### config.mk
export PLATFORM = sky130hd
export DESIGN_NAME = tcw_front
export DESIGN_NICKNAME = d
export VERILOG_FILES = /design/src/design/tcw_pkg.sv /design/src/design/tcw_front.sv
export SDC_FILE = /design/constraint.sdc
export NUM_CORES = 1
export LEC_CHECK = 0
export ABC_AREA = 1
export BUFFER_PORTS_ARGS = -buffer_cell sky130_fd_sc_hd__buf_2
export CAP_MARGIN = 20
export CORE_AREA = 3 3 40 42
export DETAILED_ROUTE_END_ITERATION = 16
export DIE_AREA = 0 0 43 45
export GPL_TIMING_DRIVEN = 0
export PLACE_DENSITY = 0.7
export SLEW_MARGIN = 20
export SYNTH_ARGS = -nofsm -noshare
export SYNTH_HDL_FRONTEND = slang
export SYNTH_SLANG_ARGS = --single-unit
### constraint.sdc
create_clock -name vclk -period 1.3
set_clock_uncertainty 0.2 [all_clocks]
set_input_delay 0.195 -clock vclk [all_inputs]
set_output_delay 0.195 -clock vclk [all_outputs]
set_load 0.05 [all_outputs]
### src/design/tcw_pkg.sv
package tcw_pkg;

  // screen geometry
  localparam int COLUMNS    = 80;
  localparam int ROWS       = 25;
  localparam int TAB_SPACES = 4;

  localparam int CELLS = ROWS * COLUMNS;
  localparam int AW    = $clog2(CELLS);
  localparam int RW    = $clog2(ROWS);
  localparam int CW    = $clog2(COLUMNS);
  localparam int TW    = (TAB_SPACES > 1) ? $clog2(TAB_SPACES) : 1;

  // command queue between front and back
  localparam int QDEPTH = 2;
  localparam int QPW    = $clog2(QDEPTH);

  localparam int CELL_W = 16;

  // character codes
  localparam logic [7:0] CH_BS    = 8'h08;
  localparam logic [7:0] CH_TAB   = 8'h09;
  localparam logic [7:0] CH_LF    = 8'h0A;
  localparam logic [7:0] CH_CR    = 8'h0D;
  localparam logic [7:0] CH_SPACE = 8'h20;

  localparam logic [7:0] RESET_ATTR = 8'h0F;

  // register index, taken from paddr[2]
  localparam logic REG_FG_COLOR = 1'b0;
  localparam logic REG_BG_COLOR = 1'b1;

  typedef enum logic [1:0] {
    REQ_WRITE = 2'd0,
    REQ_READ  = 2'd1,
    REQ_CLEAR = 2'd2
  } req_t;

  typedef enum logic [2:0] {
    CMD_PUT,
    CMD_TAB,
    CMD_LF,
    CMD_CR,
    CMD_BS,
    CMD_READ,
    CMD_CLEAR,
    CMD_NOP
  } cmd_kind_t;

  typedef struct packed {
    cmd_kind_t       kind;
    logic [7:0]      chr;
    logic [RW-1:0]   row;
    logic [CW-1:0]   col;
  } cmd_t;

  typedef enum logic [2:0] {
    ST_INIT,
    ST_IDLE,
    ST_EXEC,
    ST_SCROLL,
    ST_CLEAR,
    ST_READ
  } back_state_t;

endpackage

### src/design/tcw_front.sv
module tcw_front
  import tcw_pkg::*;
(
  input  logic       in_valid,
  output logic       in_stall,
  input  logic [1:0] in_req_type,
  input  logic [7:0] in_char_code,
  input  logic [4:0] in_read_row,
  input  logic [6:0] in_read_col,
  input  logic       q_full,
  input  logic       init_busy,
  output logic       push,
  output cmd_t       cmd
);

  assign in_stall = q_full | init_busy;
  assign push     = in_valid & ~in_stall;

  always_comb begin
    cmd.chr  = in_char_code;
    cmd.row  = RW'(in_read_row);
    cmd.col  = CW'(in_read_col);
    cmd.kind = CMD_NOP;
    unique case (in_req_type)
      REQ_WRITE: begin
        unique case (in_char_code)
          CH_TAB:  cmd.kind = CMD_TAB;
          CH_LF:   cmd.kind = CMD_LF;
          CH_CR:   cmd.kind = CMD_CR;
          CH_BS:   cmd.kind = CMD_BS;
          default: cmd.kind = CMD_PUT;
        endcase
      end
      REQ_READ: begin
        // reads outside the screen behave as a no-op
        if ((int'(in_read_row) < ROWS) && (int'(in_read_col) < COLUMNS)) begin
          cmd.kind = CMD_READ;
        end
      end
      REQ_CLEAR: cmd.kind = CMD_CLEAR;
      default:   cmd.kind = CMD_NOP;
    endcase
  end

endmodule

==> run summary <==
The run finished, with violations left. The final reports fail on negative setup slack. The post-synthesis area per instance was 5.78 um^2. In this run the cell area of the synthesized design comes to 364 um^2. The tools report the sequential cell count of the final layout as 0.

The tools report the worst slew margin relative to its limit as 83.1%. The first TritonRoute pass finished after 2 iterations. The number of ports placed on the die boundary was 50. For the share of synthesized area occupied by flip-flops and latches, the log shows 0%.

In the routed design, unresolved DRC markers number 0. During synthesis, Yosys emitted a total of 0 warnings. In this run, the combinational gates consume 100.0% of the power. The final design utilization is 58.3%, and the final standard cell count with taps included and fillers excluded is 126.

The tools report the startpoint type of the worst setup path as a primary input. The hold violation total from the final report was 0. The worst setup slack after layout was -0.0716 ns. The routed wire length per instance is 8.52 um.

After global routing, the most crowded layer is met2. The slowest stage of the critical path is the sky130_fd_sc_hd__or2_4 cell. After detailed placement, the total cell area comes to 626 um^2.

For this run, the top clock speed supported by timing is 729 MHz. Global routing finished with a remaining overflow of 0. The layout clock buffer count was 0. 0 antenna diodes ended up in the layout.

The critical setup path kind is primary input to primary output. Once layout is done, the placed cells without fillers occupy 749 um^2. Of the total power, the share spent switching nets is 62.0%. The core region is 1280 um^2. Summed over all cells, the static leakage comes to 0.455 nW. Yosys attributes the largest share of cell area to sky130_fd_sc_hd__buf_4 (41%), sky130_fd_sc_hd__ha_1 (14%), sky130_fd_sc_hd__nand2_1 (13%), sky130_fd_sc_hd__nor2_1 (10%), sky130_fd_sc_hd__inv_1 (9.3%).

The worst path needs 1.37 ns of the cycle, external delays included. The net switching component of the power was 0.000234 W; the number of setup violations in the final report was 3. The tools report the max-slew violation total from the final report as 0. The total of buffers placed on input and output ports was 46. Total power for the finished layout comes to 0.000378 W.

OpenSTA, run right after detailed placement, puts the worst setup slack at -0.255 ns. The synthesized netlist contains 11 unique library cells. The post-route netlist has 76.6% of its cells at a drive strength greater than 1. Pin count of the biggest net entering global routing: 5.

The internal cell power was 0.000143 W; the global-route wire length before repair was 1700 um. For met1 alone, demand over resource in global routing was 9.52%. From synthesis to final layout, the design area changed by 106%.

At the worst endpoint, the arrival time is 0.98 ns. Of all nets on the critical path, the largest fanout is 3. The critical path buffer and inverter count was 2; the clock share of power was 0%. The placed wire-length estimate is 964 um, and the number of core rows is 13. The maximum ir drop on the vdd rail was 0.000259 V; the area taken by flip-flops and latches was 0 um^2.

The met3 layer usage reported by global route is 0%, and the required time at the worst-slack endpoint is 0.90 ns. Of the available clock period, the critical path in the final layout requires 106%. Global routing consumed, on the met2 layer, 26.0% of the routing resources.

Setup repair after global routing could not meet its margin everywhere. The signal on the critical path passes through buf_6 -> or2_4 -> nor2_4 -> nand3_2 -> nand2_2 -> buf_8. The die is 45 um tall. For the number of antenna violations at the first check in global routing, the log shows 0. In this run, flip-flops and latches consume 0% of the power. The tightest min-delay check is of the primary input to primary output type. The net count of the finished layout is 142.

Global routing used 10.5% of the available tracks. The remaining antenna violation count is 0. On the worst path, the slowest cell contributes a delay of 0.25 ns. Hold repair after CTS inserted 0 buffers. The cell class contributing the biggest share of worst-path delay was simple AND/OR/NAND/NOR gates.

The area fraction of the dominant cell type after synthesis works out to 41.2%. Endpoint kind of the worst setup timing path: a primary output. The congestion estimate from routability-driven global placement came to 0.660. Summed over all layers, the routed wires come to 1070 um. The run gives 63 as the count of mapped cells out of synthesis. The via count normalized by instance count is 3.97, and the count of max-cap constraint violations is 0. Dividing total power by cell area gives a power density of 504 nW/um^2.

DRC violation total after the first TritonRoute iteration: 4. At the pin with the least slew margin, the transition time is 0.255 ns. The total vias in the final route was 500.

The number of nets handed over by synthesis was 92. The number of filler cells placed in the layout came out at 124. The horizontal die dimension is 43 um, and the via count of the first global-routing pass is 448. The tools report the placed instance count as 124. The starting density of the core came out at 28.3%. For the area enclosed by the die boundary, the log shows 1940 um^2. Dominant cell type by area after synthesis: sky130_fd_sc_hd__buf_4.
[layer usage]
layer / up-vias / wire length [um] / share of wire (%)
met5: - / 0 / 0
met4: 0 / 0 / 0
met3: 0 / 86 / 8.0
met2: 19 / 677 / 63
met1: 220 / 310 / 29
li1: 261 / - / -
[what timing repair did]
| action | CTS | global route |
|---|---|---|
| setup buffers | 2 | 0 |
| resized for setup | 25 | 6 |
| setup endpoints to repair | 4 | 3 |
| pin swaps | 7 | 6 |
[synth_stat cells]
master	count
sky130_fd_sc_hd__or2_1	1
sky130_fd_sc_hd__nand2_1	13
sky130_fd_sc_hd__inv_1	9
sky130_fd_sc_hd__nand3_1	2
sky130_fd_sc_hd__nand3_2	1
sky130_fd_sc_hd__o21ai_0	1
sky130_fd_sc_hd__buf_4	20
sky130_fd_sc_hd__nor2_1	10
sky130_fd_sc_hd__or2_2	1
sky130_fd_sc_hd__nor2_2	1
sky130_fd_sc_hd__ha_1	4
[metrics by stage]
| step | setup TNS, ns | hold WS, ns |
|---|---|---|
| CTS | -0.252 | 0.493 |
| global placement | -0.714 | 0.493 |
| global route | -0.313 | 0.495 |
| floorplan | -0.0330 | 0.346 |
| detailed placement | -0.781 | 0.493 |
| finish | -0.196 | 0.492 |
[path summary, 6_finish.rpt]
kind | slack [ns] | start | cells after the start | to
worst min-delay path | 0.49 | in_read_col[1] | 2 | cmd[1]
worst max-delay path | -0.07 | in_char_code[4] | 6 | cmd[20]
[logic make-up (layout without fill, tap and decap cells)]
group                    count (synthesis)  count (layout)  synth area share, %
AND/OR/NAND/NOR                         29              29                 34.4
AO/OA/AOI/OAI                            1               1                 1.37
buffers and inverters                   29              77                 50.5
adder cells (fa/ha/maj)                  4               4                 13.7
[cell usage in the layout, fill, tap and decap left out]
| cell | Yosys | final |
|---|---|---|
| sky130_fd_sc_hd__nand2_1 | 13 | 9 |
| sky130_fd_sc_hd__buf_2 | 0 | 38 |
| sky130_fd_sc_hd__ha_2 | 0 | 1 |
| sky130_fd_sc_hd__inv_4 | 0 | 2 |
| sky130_fd_sc_hd__buf_6 | 0 | 3 |
| sky130_fd_sc_hd__ha_4 | 0 | 1 |
| sky130_fd_sc_hd__buf_8 | 0 | 4 |
| sky130_fd_sc_hd__o21ai_0 | 1 | 1 |
| sky130_fd_sc_hd__ha_1 | 4 | 2 |
| sky130_fd_sc_hd__or2_2 | 1 | 1 |
| sky130_fd_sc_hd__inv_1 | 9 | 7 |
| sky130_fd_sc_hd__or2_4 | 0 | 1 |
| sky130_fd_sc_hd__nor2_2 | 1 | 2 |
| sky130_fd_sc_hd__nand3_2 | 1 | 3 |
| sky130_fd_sc_hd__nor2_4 | 0 | 2 |
| sky130_fd_sc_hd__nand2_2 | 0 | 4 |
| sky130_fd_sc_hd__nor2_1 | 10 | 7 |
| sky130_fd_sc_hd__buf_4 | 20 | 23 |
[area by class of cell]
class | instances | area (um^2) | area share [%]
multi-input combinational | 34 | 235 | 31.4
buffer | 20 | 150 | 20.0
timing repair buffer | 48 | 307 | 40.9
inverter | 9 | 38.8 | 5.18
tap | 15 | 18.8 | 2.50
[power by group through the flow]
stage / combinational [W] / clock [W] / sequential (W)
3_3_place_gp: 0.000327 / 0 / 0
4_1_cts: 0.000374 / 0 / 0
2_1_floorplan: 0.000248 / 0 / 0
6_report: 0.000378 / 0 / 0
5_1_grt: 0.000401 / 0 / 0
3_5_place_dp: 0.000332 / 0 / 0
Note: power is estimated with default switching activity, not from simulation.
