--- src/design/tcw_pkg.sv ---
package tcw_pkg;

  // screen geometry
  localparam int COLUMNS    = 80;
  localparam int ROWS       = 25;
  localparam int TAB_SPACES = 4;

  localparam int CELLS = ROWS * COLUMNS;
  localparam int AW    = $clog2(CELLS);
  localparam int RW    = $clog2(ROWS);
  localparam int CW    = $clog2(COLUMNS);
  localparam int TW    = (TAB_SPACES > 1) ? $clog2(TAB_SPACES) : 1;

  // command queue between front and back
  localparam int QDEPTH = 2;
  localparam int QPW    = $clog2(QDEPTH);

  localparam int CELL_W = 16;

  // character codes
  localparam logic [7:0] CH_BS    = 8'h08;
  localparam logic [7:0] CH_TAB   = 8'h09;
  localparam logic [7:0] CH_LF    = 8'h0A;
  localparam logic [7:0] CH_CR    = 8'h0D;
  localparam logic [7:0] CH_SPACE = 8'h20;

  localparam logic [7:0] RESET_ATTR = 8'h0F;

  // register index, taken from paddr[2]
  localparam logic REG_FG_COLOR = 1'b0;
  localparam logic REG_BG_COLOR = 1'b1;

  typedef enum logic [1:0] {
    REQ_WRITE = 2'd0,
    REQ_READ  = 2'd1,
    REQ_CLEAR = 2'd2
  } req_t;

  typedef enum logic [2:0] {
    CMD_PUT,
    CMD_TAB,
    CMD_LF,
    CMD_CR,
    CMD_BS,
    CMD_READ,
    CMD_CLEAR,
    CMD_NOP
  } cmd_kind_t;

  typedef struct packed {
    cmd_kind_t       kind;
    logic [7:0]      chr;
    logic [RW-1:0]   row;
    logic [CW-1:0]   col;
  } cmd_t;

  typedef enum logic [2:0] {
    ST_INIT,
    ST_IDLE,
    ST_EXEC,
    ST_SCROLL,
    ST_CLEAR,
    ST_READ
  } back_state_t;

endpackage

--- src/design/tcw_fifo.sv ---
module tcw_fifo
  import tcw_pkg::*;
(
  input  logic clk,
  input  logic rst_n,
  input  logic push,
  input  cmd_t push_data,
  input  logic pop,
  output cmd_t head,
  output logic empty,
  output logic full
);

  cmd_t           mem_r [QDEPTH];
  logic [QPW-1:0] wr_ptr_r;
  logic [QPW-1:0] rd_ptr_r;
  logic [QPW:0]   cnt_r;

  assign empty = (cnt_r == '0);
  assign full  = (cnt_r == (QPW+1)'(QDEPTH));
  assign head  = mem_r[rd_ptr_r];

  always_ff @(posedge clk) begin
    if (!rst_n) begin
      wr_ptr_r <= '0;
      rd_ptr_r <= '0;
      cnt_r    <= '0;
    end else begin
      if (push) begin
        wr_ptr_r <= wr_ptr_r + 1'b1;
      end
      if (pop) begin
        rd_ptr_r <= rd_ptr_r + 1'b1;
      end
      if (push && !pop) begin
        cnt_r <= cnt_r + 1'b1;
      end else if (pop && !push) begin
        cnt_r <= cnt_r - 1'b1;
      end
    end
  end

  always_ff @(posedge clk) begin
    if (push) begin
      mem_r[wr_ptr_r] <= push_data;
    end
  end

endmodule

--- config.mk ---
export PLATFORM = sky130hd
export DESIGN_NAME = tcw_fifo
export DESIGN_NICKNAME = d
export VERILOG_FILES = /design/src/design/tcw_pkg.sv /design/src/design/tcw_fifo.sv
export SDC_FILE = /design/constraint.sdc
export NUM_CORES = 1
export LEC_CHECK = 0
export ABC_AREA = 1
export BUFFER_PORTS_ARGS = -buffer_cell sky130_fd_sc_hd__buf_2
export CAP_MARGIN = 20
export CORE_ASPECT_RATIO = 1.5
export CORE_UTILIZATION = 30
export DETAILED_ROUTE_END_ITERATION = 12
export PLACE_DENSITY = 0.52
export SETUP_SLACK_MARGIN = 0.02
export SLEW_MARGIN = 20
export SYNTH_ARGS = -nofsm -noshare
export SYNTH_HDL_FRONTEND = slang
export SYNTH_SLANG_ARGS = --single-unit
--- constraint.sdc ---
create_clock -name clk -period 1.6 [get_ports clk]
set_input_delay 0.08 -clock clk [delete_from_list [all_inputs] [get_ports clk]]
set_output_delay 0.08 -clock clk [all_outputs]
set_load 0.03 [all_outputs]
==> flow_summary.toml, run 1 <==
[worst_setup_path]
r2r-end = "mem_r[0][4]"
path_class = "flip-flop to output port"
cp-endpoint = "head[17]"
cp.arrival_ns = 1.37
cp_slowest_cell = "dfxtp_1"
rr_startpoint = "wr_ptr_r"
crit_path_end_kind = "output port"
required_ns = 1.52
cpPeakStageDelay_ns = 0.36
start_kind = "flip-flop"
r2r_setup_slack_ns = 0.39
cp_max_fo = 9
r2r_cells = 2
cp_cell_sequence = "buf_4 -> mux2_2 -> buf_2"

[timing]
fmax_mhz = 688.5
holdWs_ns = 0.04616
period_needed_ns = 1.452
skew_ns = 0.005820
setup_ws_ns = 0.1477
tns_ns = 0
tightest_slew_ns = 0.3743
hold_viol = 0
slew_viol_final = 0
setup_viol = 0
rsz0062_at_grt = "no"
relSlewSlack_pct = 75.02
min_period_over_period_pct = 90.77

[finish]
stdcell_area_sq_mm = 0.002609
n_antenna_cell = 0
multiInputGateArea_sq_um = 359.1
drive_gt1_share_pct = 46.11
area_growth_pct = 37.99
regArea_sq_mm = 0.001481
nFillCells = 582
nets = 220

[clock_tree]
cts_made_buffers = 5
cts_resized = 0
clk_latency_ns = 0.29
clock_path_buffers = 2
cts-root-buf = "clkbuf_8"
cts-htree-levels = 2
tritoncts = "built"
clkSinkCount = 51
cts.clk_slew.worst_paths_ns = 0.08

[global_route]
grt_pass1_wl_mm = 5.747
grt_overflow_total = 0
antenna_found_initial = 0
grt_max_degree = 17
grt_pass1_vias = 1270
grtUsageTotal_pct = 11.85

[route]
ant_nets = 0
drc = 0
wl_mm = 3.574
drtIter0Drc = 43
dr_total_vias = 1162
drt_first_pass_iters = 4
post_drt_wl_per_cell_microns = 13.39
viasPerCell = 4.352

[synth]
synth.avg_cell_area_sq_um = 17.84
synth_edf_count = 46
synthFlopType = "edfxtp_1"
yosysTopAreaCell = "edfxtp_1"
synthTopCellsByCount = "edfxtp_1 (46), mux2_2 (23), nor2_1 (9), inv_1 (8), nand2_1 (8)"
synth-seq-cells = 51
ys_seq_area_share_pct = 78.36
yosysWarnings = 0
synth_nets = 134
ys_async_sr_fraction_pct = 0
yosys-top-cells-area = "edfxtp_1 (73%), mux2_2 (14%), dfxtp_1 (5.3%), nor2_1 (1.8%), inv_1 (1.6%)"
yosysUniqueCellTypes = 12
synth_area_sq_mm = 0.001891
synth.most_common_cell = "edfxtp_1"
synthCells = 106
synth_top_area_share_pct = 73.06

[die]
die_area_sq_mm = 0.006630
core_sq_mm = 0.006131
core.rowCount = 35
die_w_microns = 66.82
initial_core_util_pct = 30.84
fp.dieH_microns = 99.23
io_pins = 52

[power]
p_per_area_mw_per_mm2 = 1086
p_int_mw = 2.169
ir_worst_vdd_v = 0.0006793
p_total_mw = 2.834
switching_share_pct = 23.46
power_frac_comb_pct = 15.4
power_switching_mw = 0.6649
p_leak_nw = 1.041
p_seq_share_pct = 54.9
power.clock.fraction_pct = 29.8

[placed_design]
portBuffers = 51
dpl-instance-area_sq_mm = 0.002271
place_hpwl_mm = 2.519
place.gp.congestion = 0.6529
preCtsSetupSlack_ns = 0.3759

[flow_run]
cap_viol_max_count = 0

[status]
outcome = "completed"

[hold_path]
hold_path_class = "input pin to flip-flop"
logic make-up (layout without fill, tap and decap cells):
kind of cell	count (synthesis)	in the layout	synth area share, %
compound gates	2	2	0.5289
simple gates	19	19	3.971
buf+inv	10	97	2.780
flops	51	51	78.36
fa+ha+maj	1	1	0.6617
mux	23	23	13.70
routing by layer:
metal	global-route usage (%)	vias up	routed length, microns	part of all wire [%]
li1	-	556	-	-
met4	4.910	0	31	0.87
met2	22.14	38	1998	56
met1	12.27	566	1382	39
met5	0	-	0	0
met3	2.523	2	162	4.5
registers in the layout, summed over array words and instances, names as in the netlist, named ones only:
register and cells:
mem_r 46, cnt_r 2, rd_ptr_r 1, wr_ptr_r 1
cell usage in the layout (no fill, tap or decap), types with 5 or more instances in the layout:
master / count
inv_1: 8
buf_4: 7
edfxtp_1: 46
buf_2: 51
clkbuf_8: 5
mux2_2: 23
dlygate4sd3_1: 23
dfxtp_1: 5
nor2_1: 8
nand2_1: 8
what timing repair did:
| action | in CTS | in global routing |
|---|---|---|
| setup buffers | 0 | 0 |
| hold endpoints to repair | 46 | 0 |
| hold buffers | 23 | 0 |
layout make-up:
type	count	share of cell area [%]
inverter	8	1.151
clock buffer	5	2.638
timing repair buffer	81	20.62
sequential	51	56.79
tap	74	3.549
clock inverter	3	1.487
multi-input combinational	45	13.76
worst min-delay path by stage:
stage / slack [ns] / start / depth (start not counted) / end
floorplan: 0.18 / push_data[0] / 0 / mem_r[0][0]
global placement: 0.27 / push_data[0] / 1 / mem_r[1][0]
detailed placement: 0.27 / push_data[15] / 1 / mem_r[0][15]
CTS: 0.03 / rst_n / 3 / wr_ptr_r
global route: 0.04 / rst_n / 3 / wr_ptr_r
finish: 0.05 / rst_n / 3 / wr_ptr_r
metrics by stage:
step / std cells / util (%)
finish: 267 / 42.55
floorplan: 106 / -
global placement: 236 / 37.04
CTS: 267 / 42.55
detailed placement: 236 / 37.04
global route: 267 / 42.55
power groups by stage:
stage / registers [mW] / clock network [mW] / logic, mW
final: 1.55 / 0.844 / 0.436
after global routing: 1.56 / 0.930 / 0.469
after CTS: 1.56 / 0.872 / 0.442
after detailed placement: 1.59 / 0 / 0.395
after global placement: 1.58 / 0 / 0.383
after floorplan: 1.58 / 0 / 0.260
worst max-delay path, delay by kind of cell, from the launching register on:
kind                   cells  cell delay (ns)
buffers and inverters      2             0.37
flip-flops                 1             0.36
multiplexers               1             0.35
(Power assumes the default switching activity.)
==> run 2, diff against run 1 <==
--- a/config.mk
+++ b/config.mk
@@ -12,6 +12,7 @@
 export CORE_UTILIZATION = 30
 export DETAILED_ROUTE_END_ITERATION = 12
 export PLACE_DENSITY = 0.52
+export REMOVE_ABC_BUFFERS = 1
 export SETUP_SLACK_MARGIN = 0.02
 export SLEW_MARGIN = 20
 export SYNTH_ARGS = -nofsm -noshare
==> run 2 against run 1 <==
Effect of this change: clock power rose by 6.3%; cell count is 0.37% lower; non-clock buffer count down 1; via count down 1.0%; sequential power barely moved; critical endpoint is now head[21]; largest cell class unchanged; flip-flop and latch count unchanged; combinational power is 2% lower; power grew 1.7%; critical path depth unchanged; utilization increased by 0.061 points.
==> flow_summary.toml, run 2 (synthesis results as in run 1) <==
[finish]
area_growth_pct = 38.19
top_regs = "mem_r (46), cnt_r (2)"
nFillCells = 594
final_common_cell = "buf_2"
stdcell_area_sq_mm = 0.002613
final_cell_mix = "buf_2 (51), edfxtp_1 (46), mux2_2 (23), dlygate4sd3_1 (23)"
top_register = "mem_r"
drive_gt1_share_pct = 46.88
largest_register_ffs = 46
n_antenna_cell = 0
post-route-util_pct = 42.61
nets = 219

[clock_tree]
cts_made_buffers = 5
cts-root-buf = "clkbuf_8"
clk_latency_ns = 0.29
clock_path_buffers = 2
cts.clk_slew.worst_paths_ns = 0.09
tritoncts = "built"
clkSinkCount = 51
cts-htree-levels = 2

[status]
outcome = "completed"

[route]
drc = 0
dr_total_vias = 1150
wl_mm = 3.466
post_drt_wl_per_cell_microns = 13.03
drt_first_pass_iters = 6
drtIter0Drc = 21
viasPerCell = 4.323
ant_nets = 0

[power]
ir_worst_vdd_v = 0.0006237
power_switching_mw = 0.6680
power_frac_comb_pct = 14.9
power.clock.fraction_pct = 31.1
p_int_mw = 2.215
p_total_mw = 2.883
switching_share_pct = 23.17
p_per_area_mw_per_mm2 = 1104
p_leak_nw = 1.042
p_seq_share_pct = 54.0

[timing]
setup_viol = 0
tightest_slew_ns = 0.1731
tns_ns = 0
rsz0062_at_grt = "yes"
relSlewSlack_pct = 88.34
hold_viol = 0
skew_ns = 0.007815
min_period_over_period_pct = 94.26
fmax_mhz = 663.1
period_needed_ns = 1.508
setup_ws_ns = 0.09189
slew_viol_final = 0

[global_route]
grtUsageTotal_pct = 11.41
antenna_found_initial = 0
grt_pass1_wl_mm = 5.561
grt_overflow_total = 0
grt_max_degree = 16
grt_pass1_vias = 1212

[placed_design]
preCtsSetupSlack_ns = 0.3185
dpl-instance-area_sq_mm = 0.002263
portBuffers = 51
place_hpwl_mm = 2.511
place.gp.congestion = 0.6228

[worst_setup_path]
path_class = "flip-flop to output port"
start_kind = "flip-flop"
crit_path_end_kind = "output port"
cp.arrival_ns = 1.43
required_ns = 1.52
cp_max_fo = 10

[die]
core.rowCount = 35
initial_core_util_pct = 30.84
die_area_sq_mm = 0.006630
fp.dieH_microns = 99.23
die_w_microns = 66.82
io_pins = 52
core_sq_mm = 0.006131

[hold_path]
hold_path_class = "input pin to flip-flop"

[flow_run]
cap_viol_max_count = 0
-- run 2: timing repair --
action                     CTS  global route
setup endpoints to repair   19             6
setup buffers                0             0
cloned                       0             0
hold buffers                23             0
hold endpoints to repair    46             0
gates resized for setup      1             0
-- run 2: routing by layer --
layer	up-vias	GRT usage, %	part of all wire [%]
met5	-	0	0
met4	0	5.401	1.9
met3	5	2.752	5.3
met2	33	20.36	55
met1	555	12.23	38
li1	557	-	-
-- run 2: power by group through the flow --
stage	clock (mW)	sequential, mW	combinational [mW]
after CTS	0.925	1.56	0.436
after global placement	0	1.58	0.379
after detailed placement	0	1.59	0.390
after global routing	0.976	1.57	0.461
after floorplan	0	1.59	0.243
final	0.897	1.56	0.429
-- run 2: layout make-up --
class	instances	area [sq um]	share of cell area (%)
flip-flops and latches	51	1483	56.75
inverters	8	30.03	1.149
clock buffers	6	82.58	3.161
multi-input cells	45	359.1	13.75
repair buffers	80	530.5	20.31
clock inverters	2	35.03	1.341
well taps	74	92.59	3.544
-- run 2: stage by stage --
| stage | instances | hold WS [ns] |
|---|---|---|
| 2_1_floorplan | 104 | 0.1789 |
| 3_3_place_gp | 235 | 0.2693 |
| 3_5_place_dp | 235 | 0.2715 |
| 4_1_cts | 266 | 0.02682 |
| 5_1_grt | 266 | 0.03245 |
| 6_report | 266 | 0.03808 |
-- run 2: critical path, cell delays in order, from the launching register on --
cell,delay (ns)
dfxtp_2,0.40
buf_4,0.20
mux2_2,0.35
buf_2,0.18
-- run 2: final timing paths --
path,depth (start not counted),to,startpoint,slack (ns)
worst max-delay path,3,head[21],flip-flop,0.09
worst min-delay path,3,wr_ptr_r,rst_n,0.04
worst max register to register,3,mem_r[1][9],wr_ptr_r,0.54
worst min register to register,2,rd_ptr_r,rd_ptr_r,0.51
==> run 3, diff against run 2 <==
--- a/config.mk
+++ b/config.mk
@@ -11,9 +11,8 @@
 export CORE_ASPECT_RATIO = 1.5
 export CORE_UTILIZATION = 30
 export DETAILED_ROUTE_END_ITERATION = 12
-export PLACE_DENSITY = 0.52
 export REMOVE_ABC_BUFFERS = 1
-export SETUP_SLACK_MARGIN = 0.02
+export SETUP_SLACK_MARGIN = 0.15
 export SLEW_MARGIN = 20
 export SYNTH_ARGS = -nofsm -noshare
 export SYNTH_HDL_FRONTEND = slang
==> constraint.sdc (replaced) <==
create_clock -name clk -period 1.54 [get_ports clk]
set_input_delay 0.077 -clock clk [delete_from_list [all_inputs] [get_ports clk]]
set_output_delay 0.077 -clock clk [all_outputs]
set_load 0.03 [all_outputs]
==> run 3 against run 2 <==
Effect of this change: power increased by 7.9%; global-route usage about the same; cell area up 11%; sequential share of layout area fell by 5.5 points; die area did not move; sequential power up 4%; utilization increased by 4.6 points; non-clock buffer count increased by 2; setup slack better by 0.041 ns; clock power rose by 1%; cell count is 0.75% higher; critical path type unchanged; largest cell class unchanged.
==> flow_summary.toml, run 3 (synthesis results as in run 1) <==
[worst_setup_path]
crit_family = "flip-flops"
required_ns = 1.46
crit_path_end_kind = "output port"
cp_max_fo = 6
path_class = "flip-flop to output port"
path_buf_inv = 2
cpPeakStageDelay_ns = 0.42
cp_cell_sequence = "clkbuf_16 -> mux2_4 -> buf_6"
start_kind = "flip-flop"
cp_slowest_cell = "dfxtp_4"
cp.arrival_ns = 1.33

[die]
die_w_microns = 66.82
core.rowCount = 35
core_sq_mm = 0.006131
die_area_sq_mm = 0.006630
initial_core_util_pct = 30.84
fp.dieH_microns = 99.23
io_pins = 52

[timing]
relSlewSlack_pct = 86.31
fmax_mhz = 710.7
min_period_over_period_pct = 91.37
hold_viol = 0
holdWs_ns = 0.02697
setup_viol = 0
slew_viol_final = 0
rsz0062_at_grt = "yes"
tightest_slew_ns = 0.2054
period_needed_ns = 1.407
skew_ns = 0.007056

[clock_tree]
cts_made_buffers = 5
post_cts_buffers = 0
clkSinkCount = 51
cts-htree-levels = 2
clock_path_buffers = 2
clk_latency_ns = 0.30
cts-root-buf = "clkbuf_8"
tritoncts = "built"
cts.clk_slew.worst_paths_ns = 0.09

[route]
viasPerCell = 4.302
dr_total_vias = 1153
drc = 0
post_drt_wl_per_cell_microns = 13.34
wl_mm = 3.575
drt_first_pass_iters = 4
drtIter0Drc = 23
ant_nets = 0

[finish]
stdcell_area_sq_mm = 0.002897
final_common_cell = "edfxtp_1"
area_growth_pct = 53.21
nets = 221
top_register = "mem_r"
largest_register_ffs = 46
top_regs = "mem_r (46), cnt_r (2)"
final_cell_mix = "edfxtp_1 (46), buf_2 (28), buf_6 (24), mux2_4 (23), dlygate4sd3_1 (23)"
n_antenna_cell = 0
drive_gt1_share_pct = 47.42

[power]
p_total_mw = 3.112
p_per_area_mw_per_mm2 = 1074
ir_worst_vdd_v = 0.0007073
p_leak_nw = 1.199

[hold_path]
hold_path_class = "input pin to flip-flop"

[placed_design]
dpl-instance-area_sq_mm = 0.002263
place.gp.congestion = 0.6763
portBuffers = 51
place_hpwl_mm = 2.269

[status]
outcome = "completed"

[global_route]
antenna_found_initial = 0
grtUsageTotal_pct = 11.41
grt_overflow_total = 0
grt_max_degree = 17
grt_pass1_vias = 1196
grt_pass1_wl_mm = 5.326

[flow_run]
cap_viol_max_count = 0
## run 3: metal layers
layer | vias to the layer above | track usage (%) | part of all wire (%)
met5 | - | 0 | 0
met4 | 0 | 5.401 | 1.4
met3 | 5 | 3.326 | 4.1
met2 | 35 | 20.82 | 58
met1 | 551 | 11.40 | 36
li1 | 562 | - | -
## run 3: path summary, 6_finish.rpt
path	from	to	slack, ns	cells after the start
worst max-delay path	flip-flop	head[22]	0.13	3
worst min-delay path	rst_n	wr_ptr_r	0.03	3
worst max register to register	wr_ptr_r	mem_r[1][14]	0.48	3
worst min register to register	rd_ptr_r	rd_ptr_r	0.51	2
## run 3: stage by stage
step	worst slack (ns)	util [%]	std cells	TNS, ns
finish	0.1328	47.24	268	0
global route	0.07857	47.24	268	0
CTS	0.1048	44.33	267	0
detailed placement	0.3833	36.92	235	0
global placement	0.3912	36.92	235	0
floorplan	-0.1692	-	104	-3.891
## run 3: layout make-up
cell class	instances	area, sq um
tap	74	92.59
clock buffer	5	68.82
timing repair buffer	82	730.7
sequential	51	1485
inverter	8	30.03
multi-input combinational	45	445.4
clock inverter	3	43.79
fill	544	3234
## run 3: worst min-delay path: stages
cell and delay, ns:
buf_2 0.12, nand2_1 0.06, nor2_1 0.03
## run 3: report_power, final
| part | switching [mW] | internal [mW] | leakage, nW |
|---|---|---|---|
| Clock | 0.424 | 0.484 | 0.0581 |
| Combinational | 0.284 | 0.299 | 0.667 |
| Sequential | 0.0291 | 1.59 | 0.474 |
| Total | 0.737 | 2.37 | 1.20 |
## run 3: timing repair
item	CTS	global route
gates resized for setup	37	41
hold endpoints to repair	46	0
cloned	1	1
endpoints found under the setup margin	23	23
hold buffers	23	0
